`config.mk`:
```
export PLATFORM = sky130hd
export DESIGN_NAME = sliding_window_frame_rate_unit
export DESIGN_NICKNAME = d
export VERILOG_FILES = /design/src/hdl/fru_pkg.sv /design/src/hdl/fru_ring.sv /design/src/hdl/fru_div.sv /design/src/hdl/sliding_window_frame_rate_unit.sv
export SDC_FILE = /design/constraint.sdc
export NUM_CORES = 2
export LEC_CHECK = 0
export BUFFER_PORTS_ARGS = -buffer_cell sky130_fd_sc_hd__buf_2
export CELL_PAD_IN_SITES_DETAIL_PLACEMENT = 0
export CELL_PAD_IN_SITES_GLOBAL_PLACEMENT = 1
export CORE_MARGIN = 5
export CORE_UTILIZATION = 55
export DETAILED_ROUTE_END_ITERATION = 10
export PLACE_DENSITY = 0.78
export SETUP_SLACK_MARGIN = 0.5
export SLEW_MARGIN = 40
export SYNTH_ARGS = -nofsm -noshare
export SYNTH_HDL_FRONTEND = slang
export SYNTH_SLANG_ARGS = --single-unit
```
`constraint.sdc`:
```
create_clock -name clk -period 7.1 [get_ports clk]
set_input_delay 1.42 -clock clk [delete_from_list [all_inputs] [get_ports clk]]
set_output_delay 1.42 -clock clk [all_outputs]
set_load 0.005 [all_outputs]
```
`src/hdl/fru_pkg.sv`:
```
`timescale 1ns / 1ps

package fru_pkg;

  localparam int WINDOW_LEN = 32;
  localparam int IDX_W      = $clog2(WINDOW_LEN);
  localparam int TS_W       = 32;
  localparam int TPS_W      = 20;
  localparam int RATE_W     = 16;
  localparam int SUM_W      = TS_W + IDX_W;
  localparam int NUM_W      = TPS_W + IDX_W;
  localparam int CNT_W      = $clog2(NUM_W + 1);

  localparam logic [TPS_W-1:0]  TPS_RESET = TPS_W'(1000);
  localparam logic [RATE_W-1:0] RATE_MAX  = '1;

  typedef struct packed {
    logic busy;
    logic done;
  } div_stat_t;

endpackage

```
`src/hdl/fru_ring.sv`:
```
`timescale 1ns / 1ps

module fru_ring (
  input  logic                     clk,
  input  logic                     we,
  input  logic [fru_pkg::IDX_W-1:0] waddr,
  input  logic [fru_pkg::TS_W-1:0]  wdata,
  input  logic [fru_pkg::IDX_W-1:0] raddr,
  output logic [fru_pkg::TS_W-1:0]  rdata
);

  logic [fru_pkg::TS_W-1:0] mem [fru_pkg::WINDOW_LEN];
  logic [fru_pkg::TS_W-1:0] rdata_r;

  always_ff @(posedge clk) begin
    if (we) begin
      mem[waddr] <= wdata;
    end
    rdata_r <= mem[raddr];
  end

  assign rdata = rdata_r;

endmodule

```
`src/hdl/fru_div.sv`:
```
`timescale 1ns / 1ps

module fru_div (
  input  logic                       clk,
  input  logic                       rst_n,
  input  logic                       start,
  input  logic [fru_pkg::NUM_W-1:0]  num,
  input  logic [fru_pkg::SUM_W-1:0]  den,
  output fru_pkg::div_stat_t         stat,
  output logic [fru_pkg::NUM_W-1:0]  quo
);

  localparam int PAD_W = fru_pkg::SUM_W - fru_pkg::NUM_W;

  logic                      busy_r, busy_nxt;
  logic                      done_r, done_nxt;
  logic [fru_pkg::CNT_W-1:0] cnt_r, cnt_nxt;
  logic [fru_pkg::NUM_W-1:0] rem_r, rem_nxt;
  logic [fru_pkg::NUM_W-1:0] quo_r, quo_nxt;
  logic [fru_pkg::NUM_W-1:0] num_r, num_nxt;
  logic [fru_pkg::SUM_W-1:0] den_r, den_nxt;
  logic [fru_pkg::NUM_W:0]   trial;
  logic [fru_pkg::SUM_W:0]   diff;
  logic                      fits;

  // one restoring step per cycle
  assign trial = {rem_r, num_r[fru_pkg::NUM_W-1]};
  assign diff  = {{PAD_W{1'b0}}, trial} - {1'b0, den_r};
  assign fits  = ~diff[fru_pkg::SUM_W];

  always_comb begin
    busy_nxt = busy_r;
    done_nxt = 1'b0;
    cnt_nxt  = cnt_r;
    rem_nxt  = rem_r;
    quo_nxt  = quo_r;
    num_nxt  = num_r;
    den_nxt  = den_r;
    if (start) begin
      busy_nxt = 1'b1;
      cnt_nxt  = fru_pkg::CNT_W'(fru_pkg::NUM_W);
      rem_nxt  = '0;
      quo_nxt  = '0;
      num_nxt  = num;
      den_nxt  = den;
    end else if (busy_r) begin
      rem_nxt = fits ? diff[fru_pkg::NUM_W-1:0] : trial[fru_pkg::NUM_W-1:0];
      quo_nxt = {quo_r[fru_pkg::NUM_W-2:0], fits};
      num_nxt = {num_r[fru_pkg::NUM_W-2:0], 1'b0};
      cnt_nxt = cnt_r - 1'b1;
      if (cnt_r == fru_pkg::CNT_W'(1)) begin
        busy_nxt = 1'b0;
        done_nxt = 1'b1;
      end
    end
  end

  always_ff @(posedge clk) begin
    if (!rst_n) begin
      busy_r <= 1'b0;
      done_r <= 1'b0;
      cnt_r  <= '0;
    end else begin
      busy_r <= busy_nxt;
      done_r <= done_nxt;
      cnt_r  <= cnt_nxt;
    end
    rem_r <= rem_nxt;
    quo_r <= quo_nxt;
    num_r <= num_nxt;
    den_r <= den_nxt;
  end

  assign stat.busy = busy_r;
  assign stat.done = done_r;
  assign quo       = quo_r;

`ifndef NO_ASSERTIONS
  a_busy_done_excl: assert property (@(posedge clk) disable iff (!rst_n)
    !(busy_r && done_r)) else $error("divider busy and done together");
  a_done_after_busy: assert property (@(posedge clk) disable iff (!rst_n)
    done_r |-> $past(busy_r)) else $error("divider done without a run");
  a_start_busy: assert property (@(posedge clk) disable iff (!rst_n)
    start |=> busy_r) else $error("divider did not start");
`endif

endmodule

```
`src/hdl/sliding_window_frame_rate_unit.sv`:
```
`timescale 1ns / 1ps
// flow: an accepted word passes the SUM, CHK and FIN states during warm-up or on a zero window,
// and the SUM, CHK, DIV and FIN states when a rate is computed
// input: a new word is taken only in IDLE, once the bit-serial restoring divider and the last result are done
// reset: synchronous active low; clears the sequencer, window sum, fill state,
// last timestamp and held rate, and sets ticks per second to 1000

module sliding_window_frame_rate_unit (
  input  logic                         clk,
  input  logic                         rst_n,
  input  logic                         in_valid,
  output logic                         in_ready,
  input  logic [fru_pkg::TS_W-1:0]     in_timestamp,
  output logic                         out_valid,
  input  logic                         out_ready,
  output logic [fru_pkg::RATE_W-1:0]   out_frame_rate,
  output logic                         out_rate_ready,
  output logic                         out_zero_window,
  input  logic                         cfg_valid,
  output logic                         cfg_ready,
  input  logic [fru_pkg::TPS_W-1:0]    cfg_ticks_per_second
);

  typedef enum logic [4:0] {
    ST_IDLE = 5'b00001,
    ST_SUM  = 5'b00010,
    ST_CHK  = 5'b00100,
    ST_DIV  = 5'b01000,
    ST_FIN  = 5'b10000
  } state_t;

  state_t                      state_r, state_nxt;
  logic [fru_pkg::TPS_W-1:0]   tps_r;
  logic [fru_pkg::TS_W-1:0]    last_r;
  logic [fru_pkg::TS_W-1:0]    delta_r;
  logic [fru_pkg::IDX_W-1:0]   ptr_r;
  logic                        full_r;
  logic                        calc_r;
  logic [fru_pkg::SUM_W-1:0]   sum_r;
  logic [fru_pkg::RATE_W-1:0]  rate_hold_r;
  logic                        res_ready_r;
  logic                        res_zero_r;
  logic                        out_valid_r;
  logic [fru_pkg::RATE_W-1:0]  out_rate_r;
  logic                        out_rdy_r;
  logic                        out_zero_r;

  logic [fru_pkg::TS_W-1:0]    old_delta;
  logic [fru_pkg::SUM_W-1:0]   sum_nxt;
  logic                        ring_we;
  logic                        div_start;
  logic [fru_pkg::NUM_W-1:0]   div_num;
  logic [fru_pkg::NUM_W-1:0]   div_quo;
  fru_pkg::div_stat_t          div_stat;
  logic [fru_pkg::RATE_W-1:0]  rate_sat;
  logic                        in_acc;
  logic                        out_free;

  assign in_ready  = (state_r == ST_IDLE);
  assign in_acc    = in_valid && in_ready;
  assign cfg_ready = 1'b1;
  assign out_free  = !out_valid_r || out_ready;
  assign ring_we   = (state_r == ST_SUM);
  assign div_start = (state_r == ST_CHK) && calc_r && (sum_r != '0);
  assign div_num   = fru_pkg::NUM_W'(tps_r) * fru_pkg::NUM_W'(fru_pkg::WINDOW_LEN);
  assign rate_sat  = (|div_quo[fru_pkg::NUM_W-1:fru_pkg::RATE_W]) ? fru_pkg::RATE_MAX
                                                                  : div_quo[fru_pkg::RATE_W-1:0];
  assign sum_nxt   = full_r ? (sum_r - fru_pkg::SUM_W'(old_delta) + fru_pkg::SUM_W'(delta_r))
                            : (sum_r + fru_pkg::SUM_W'(delta_r));

  fru_ring u_ring (
    .clk   (clk),
    .we    (ring_we),
    .waddr (ptr_r),
    .wdata (delta_r),
    .raddr (ptr_r),
    .rdata (old_delta)
  );

  fru_div u_div (
    .clk   (clk),
    .rst_n (rst_n),
    .start (div_start),
    .num   (div_num),
    .den   (sum_r),
    .stat  (div_stat),
    .quo   (div_quo)
  );

  always_comb begin
    state_nxt = state_r;
    unique case (state_r)
      ST_IDLE: if (in_acc) state_nxt = ST_SUM;
      ST_SUM:  state_nxt = ST_CHK;
      ST_CHK:  state_nxt = div_start ? ST_DIV : ST_FIN;
      ST_DIV:  if (div_stat.done) state_nxt = ST_FIN;
      ST_FIN:  if (out_free) state_nxt = ST_IDLE;
      default: state_nxt = ST_IDLE;
    endcase
  end

  always_ff @(posedge clk) begin
    if (!rst_n) begin
      state_r     <= ST_IDLE;
      tps_r       <= fru_pkg::TPS_RESET;
      last_r      <= '0;
      ptr_r       <= '0;
      full_r      <= 1'b0;
      calc_r      <= 1'b0;
      sum_r       <= '0;
      rate_hold_r <= '0;
      res_ready_r <= 1'b0;
      res_zero_r  <= 1'b0;
      out_valid_r <= 1'b0;
    end else begin
      state_r <= state_nxt;
      if (cfg_valid && cfg_ready) begin
        tps_r <= cfg_ticks_per_second;
      end
      if (in_acc) begin
        last_r <= in_timestamp;
      end
      if (state_r == ST_SUM) begin
        sum_r  <= sum_nxt;
        calc_r <= full_r;
        if (ptr_r == fru_pkg::IDX_W'(fru_pkg::WINDOW_LEN - 1)) begin
          ptr_r  <= '0;
          full_r <= 1'b1;
        end else begin
          ptr_r <= ptr_r + 1'b1;
        end
      end
      if (state_r == ST_CHK) begin
        res_ready_r <= 1'b0;
        res_zero_r  <= calc_r && (sum_r == '0);
      end
      if ((state_r == ST_DIV) && div_stat.done) begin
        rate_hold_r <= rate_sat;
        res_ready_r <= 1'b1;
      end
      if ((state_r == ST_FIN) && out_free) begin
        out_valid_r <= 1'b1;
      end else if (out_ready) begin
        out_valid_r <= 1'b0;
      end
    end
    if (in_acc) begin
      delta_r <= in_timestamp - last_r;
    end
    if ((state_r == ST_FIN) && out_free) begin
      out_rate_r <= rate_hold_r;
      out_rdy_r  <= res_ready_r;
      out_zero_r <= res_zero_r;
    end
  end

  assign out_valid       = out_valid_r;
  assign out_frame_rate  = out_rate_r;
  assign out_rate_ready  = out_rdy_r;
  assign out_zero_window = out_zero_r;

`ifndef NO_ASSERTIONS
  a_flags_excl: assert property (@(posedge clk) disable iff (!rst_n)
    out_valid_r |-> !(out_rdy_r && out_zero_r)) else $error("ready and zero flags together");
  a_div_active: assert property (@(posedge clk) disable iff (!rst_n)
    (state_r == ST_DIV) |-> (div_stat.busy || div_stat.done)) else $error("divider idle in div");
  a_fill_done: assert property (@(posedge clk) disable iff (!rst_n)
    ((state_r == ST_SUM) && (ptr_r == fru_pkg::IDX_W'(fru_pkg::WINDOW_LEN - 1))) |=> full_r)
    else $error("window not marked full after warm-up");
`endif

endmodule

```
Word-level counts from Yosys, hierarchy flattened
Memory sizes are Yosys's and may differ from the RTL's. A register that Yosys moved wholly into a read port is not among the register bits. Cells that the tools add are included.

Flip-flop bits (word level): 284. Latch bits: 0. RAM bits: 1024. ROM bits: 0. Output and inout port bits: 21. Word-level logic and storage cells: 85. Memories: 1.

Memories: u_ring.mem (depth 32, width 32, read ports 1, clocked after memory_dff 1, write ports 1, line fru_ring.sv:12) `logic [fru_pkg::TS_W-1:0] mem [fru_pkg::WINDOW_LEN];`.

Add/sub/neg operators: 7. $mul: 0. Div/mod/pow operators: 0. Magnitude comparators: 0. Equality and inequality tests: 10. Shift operators: 0. Multiplexer cells: 23. Bitwise gates (word level): 3. Reductions and logical operators: 18.

Operator list (number): 25-bit 2-to-1 mux (3); 37-bit by 32-bit adder with 37-bit output (2); 26-bit by 37-bit subtractor with 38-bit output (1); 37-bit logical NOT (1); 37-bit 2-to-1 mux (1); 37-bit nonzero test (1); 37-bit by 32-bit subtractor with 37-bit output (1); 5-bit 2-to-1 mux (7); 32-bit subtractor (1); 5-bit one-hot mux with 5 select lines (1); 16-bit 2-to-1 mux (1); 5-bit by 1-bit == test with 1-bit output (second input constant) (2); 5-bit == test (second input constant) (2); 1-bit 2-to-1 mux (10); 9-bit OR reduction (1); 1-bit logical AND (6); 2-bit nonzero test (3); 5-bit by 1-bit adder with 5-bit output (second input constant) (1); 5-bit by 2-bit == test with 1-bit output (second input constant) (1); 5-bit by 3-bit == test with 1-bit output (second input constant) (1); 5-bit by 4-bit == test with 1-bit output (second input constant) (1); 5-bit by 1-bit subtractor with 5-bit output (second input constant) (1); 2-bit by 1-bit != test with 1-bit output (second input constant) (2); 1-bit NOT (3); other kinds (7) (7).

Logic depth before layout (Yosys ltp)
Depth in word-level cells: 5. Mapped depth: 14. Mapped depth without buffers: 14.

By module
From an unflattened synthesis, not the netlist that was laid out.

Cells, all modules: 4316. Area total of the unflattened synthesis: 59163.0 µm².

By module, submodules not included: fru_ring (times used 1, cells each 2260, area an instance 40485.1 µm²); sliding_window_frame_rate_unit (times used 1, cells each 1528, area an instance 12806.0 µm²); fru_div (times used 1, cells each 528, area an instance 5871.9 µm²).

Least setup slack after synthesis
Ideal clock, no wire load.

Kind: register to register. From: reg delta_r[1] in the netlist's numbering. To: reg sum_r[26] in the netlist's numbering. Setup time: 0.118 ns. Data arrival time: 3.723 ns. Required time: 6.982 ns. Path slack: 3.259 ns. Cell stages (with the launch flop): 14. Path through: edfxtp_1 inv_1 fa_1 inv_1 fa_1 a211oi_1 nor4_1 or3_1 o31ai_1 a21oi_1 a311oi_1 a21oi_1 a21oi_1 nor2_1.

Word-level cells in the longest chain between the ends: 2.

RTL lines: start: declaration (line sliding_window_frame_rate_unit.sv:35) `logic [fru_pkg::TS_W-1:0] delta_r;`; start signal: assignment (line sliding_window_frame_rate_unit.sv:148) `delta_r <= in_timestamp - last_r;`; 37-bit by 32-bit adder with 37-bit output (on tied branches) (line sliding_window_frame_rate_unit.sv:69, sliding_window_frame_rate_unit.sv:68); 37-bit 2-to-1 mux (*) (line sliding_window_frame_rate_unit.sv:68) `assign sum_nxt = full_r ? (sum_r - fru_pkg::SUM_W'(old_delta) + fru_pkg::SUM_W'(delta_r))`; end signal: assignment (line sliding_window_frame_rate_unit.sv:124) `sum_r <= sum_nxt;`; end: declaration (line sliding_window_frame_rate_unit.sv:39) `logic [fru_pkg::SUM_W-1:0] sum_r;`.

Every way passes the cells marked *; elsewhere a longest branch is shown, timed or not. A chain may end at the register's enable or synchronous reset.

Final worst setup path
From: reg delta_r[8] in the netlist's numbering. To: reg sum_r[31] in the netlist's numbering.

Same word-level chain as after synthesis.

==> out/results.ini <==
[critical_path]
critical_path.cell_chain=inv_1 > fa_1 > inv_1 > ha_1 > nand3_1 > nor2_1 > a2111oi_0 > a21oi_1 > a311oi_1 > o21bai_1 > a31oi_1 > xor2_1 > a221oi_1
max_stage_delay_ps=680
required_ps=7730
crit_slowest_cell=edfxtp_1
cp_data_arrival_time_ps=4950
crit_path_end_kind=register
r2r_start=delta_r[8]
rr_worst_depth=13
startpoint_type=register
r2r-end=sum_r[31]
crit_fanout=13
reg2reg_slack_ps=2790
path_class=reg2reg
critPathMostFrequentCell=inv_1

[drt]
via_per_inst=6.32
via_count=33749
postRouteAntennaNets=0
dr.pass1.iters=5
routedWlPerCell_um=27.9
drc_errors=0
drt-initial-drc-count=3909
wl_mm=149

[floorplanning]
die_x_um=333
die_area_um2=111000
die_h_um=333
start_util=0.554
core-area_um2=103000
num_rows=118
ios=78

[synth]
synth-compound-area-share=0.0810
synth_adder_area_share=0.0423
synth_area_leaders=edfxtp_1, mux4_2, dfxtp_1
yosysTopAreaCellShare=0.592
yosys.area_share.xor_xnor=0.0160
synthesis.nets=3939
async_flop_share=0
synthesis.area_um2=57300
ys_ff_latch=1340
synth_edf_count=1131
synth_top_family_by_area=multiplexers
postSynthCellCount=3709
yosysTopAreaCell=edfxtp_1
yosys_warnings=0
synthSimpleGateAreaFrac=0.0556
synthMuxAreaShare=0.113
ys.flop_type=edfxtp_1
yosysUniqueCellTypes=83
seq_area_frac_synth=0.665
syn_avg_cell_area_um2=15.5

[clock_network]
numCtsBuffers=137
clk_latency_ps=750
clock_path_buffers=3
cts_tree=done
cts_hold_buf=0
cts_resized=0
cts_setup_buffers=0
clkTransAtPathRegs_ps=70
clkSinkCount=1340
htree_levels=4
clockRootBuffer=clkbuf_16

[timing]
relSlewSlack=0.429
grt_setup_unrepaired=no
max_freq_mhz=232
timing.hold.ws_ps=425
tightest_slew_ps=857
layout_min_cycle_time_ps=4310
fin_setup_tns_ps=0
skew_ps=27.2
hold_viol=0
min_period_over_period=0.608
finalSetupViolCount=0
drv_slew=0

[power_and_ir_drop]
power_frac_seq=0.498
p_switching_mw=4.21
vdd_drop_max_mv=0.195
clockPowerShare=0.401
p_per_area_nw_per_um2=276
intPower_mw=13.6
p_leak_nw=21.7
sw_frac_of_total=0.237
combPwrFrac=0.100

[global_routing]
grt_first_pass_wirelength_mm=220
grt_pass1_vias=33368
grt_max_degree=102
antenna_found_initial=5
overflow=0
gr-usage-all-layers=0.268

[worst_hold_path]
hold_path_startpoint=res_zero_r
holdPathEnd=out_zero_window
hp-class=reg2reg
hold_depth=0

[placement]
place_congestion=0.886
dp_hpwl_mm=87.5
port_buffers=76

[final_layout]
area_growth_pct=12.5
nNetsFinal=4086
layout_commonest_cell=edfxtp_1
final_cell_mix=edfxtp_1, mux4_2, nand2_1, inv_1, dfxtp_1
drive_gt1_frac=0.184

[run_status]
status=completed

[job]
maxCapViolations=0

==> registers in the layout (all words and copies together), names as in the netlist, 16 cells and up <==
| register | count |
|---|---|
| last_r | 32 |
| u_div.num_r | 20 |
| u_div.rem_r | 25 |
| u_ring.mem | 1024 |
| rate_hold_r | 16 |
| tps_r | 20 |
| u_div.den_r | 37 |
| u_ring.rdata | 32 |
| out_frame_rate | 16 |
| u_div.quo | 25 |
| sum_r | 37 |
| delta_r | 32 |
==> worst max path at each step <==
stage,from,to,slack [ps],cells after the start
floorplan,delta_r[1],sum_r[26],3260,13
global placement,delta_r[9],sum_r[31],2420,13
detailed placement,in_timestamp[1],delta_r[29],2690,11
CTS,delta_r[8],sum_r[31],2850,13
global route,delta_r[6],sum_r[31],2390,14
finish,delta_r[8],sum_r[31],2790,13
==> cells by family (layout without fill, tap and decap cells) <==
kind of cell	count (synthesis)	in the layout
buffers and inverters	403	656
adders and majority gates	173	173
AOI/OAI and AO/OA	676	676
xor gates and xnor gates	105	105
DFF	1340	1340
other	1	2
and+or+nand+nor	685	685
muxes	326	326
==> layout make-up <==
type | instances | area [µm²]
clock inverters | 69 | 689
flip-flops and latches | 1340 | 38200
well taps | 1380 | 1730
clock buffers | 176 | 3770
repair buffers | 183 | 1380
fillers | 7462 | 39000
multi-input cells | 1966 | 17900
inverters | 228 | 858
diodes | 1 | 2.50
==> through the flow <==
stage	std cells	worst slack [ps]	power, mW	cell area (µm²)	util
6_report	5343	2790	17.8	64500	0.623
4_1_cts	5340	2850	17.9	64500	0.623
3_3_place_gp	5077	2420	10.7	59700	0.577
2_1_floorplan	3709	3260	10.2	57300	-
3_5_place_dp	5095	2690	10.8	60000	0.580
5_1_grt	5342	2390	18.4	64500	0.623
==> worst max-delay path, delay by kind of cell, from the launching register on <==
family | cells | cell delay [ps]
xor+xnor | 1 | 90
buf+inv | 2 | 170
compound gates | 6 | 2040
flops | 1 | 680
fa+ha+maj | 2 | 930
simple gates | 2 | 290
==> metal layers <==
metal,track usage,vias up,part of all wire
li1,-,14742,-
met2,0.442,1556,0.49
met5,0,-,0.00035
met3,0.0521,257,0.089
met4,0.0792,6,0.027
met1,0.370,17188,0.39
==> Yosys cell counts, types with 8 or more instances <==
cell	count
a211oi_1	53
a21o_1	45
a21oi_1	177
a221oi_1	8
a22oi_1	128
a31oi_1	16
and3_1	22
buf_1	35
clkbuf_1	134
dfxtp_1	209
edfxtp_1	1131
fa_1	35
ha_1	138
inv_1	226
mux2i_1	69
mux4_2	256
nand2_1	230
nand2b_1	17
nand3_1	45
nand3b_1	10
nand4_1	44
nor2_1	195
nor2b_1	16
nor3_1	38
nor4_1	20
o211ai_1	23
o21a_1	16
o21ai_0	80
o21bai_1	20
o221a_2	18
o31ai_1	8
or3_1	10
xnor2_1	73
xor2_1	32
==> power by group through the flow <==
| stage | combinational (mW) | sequential, mW | clock, mW |
|---|---|---|---|
| finish | 1.78 | 8.87 | 7.14 |
| global route | 1.95 | 8.87 | 7.59 |
| CTS | 1.76 | 8.86 | 7.24 |
| detailed placement | 1.75 | 9.03 | 0 |
| global placement | 1.67 | 9.08 | 0 |
| floorplan | 1.10 | 9.12 | 0 |
(Power assumes the default switching activity.)
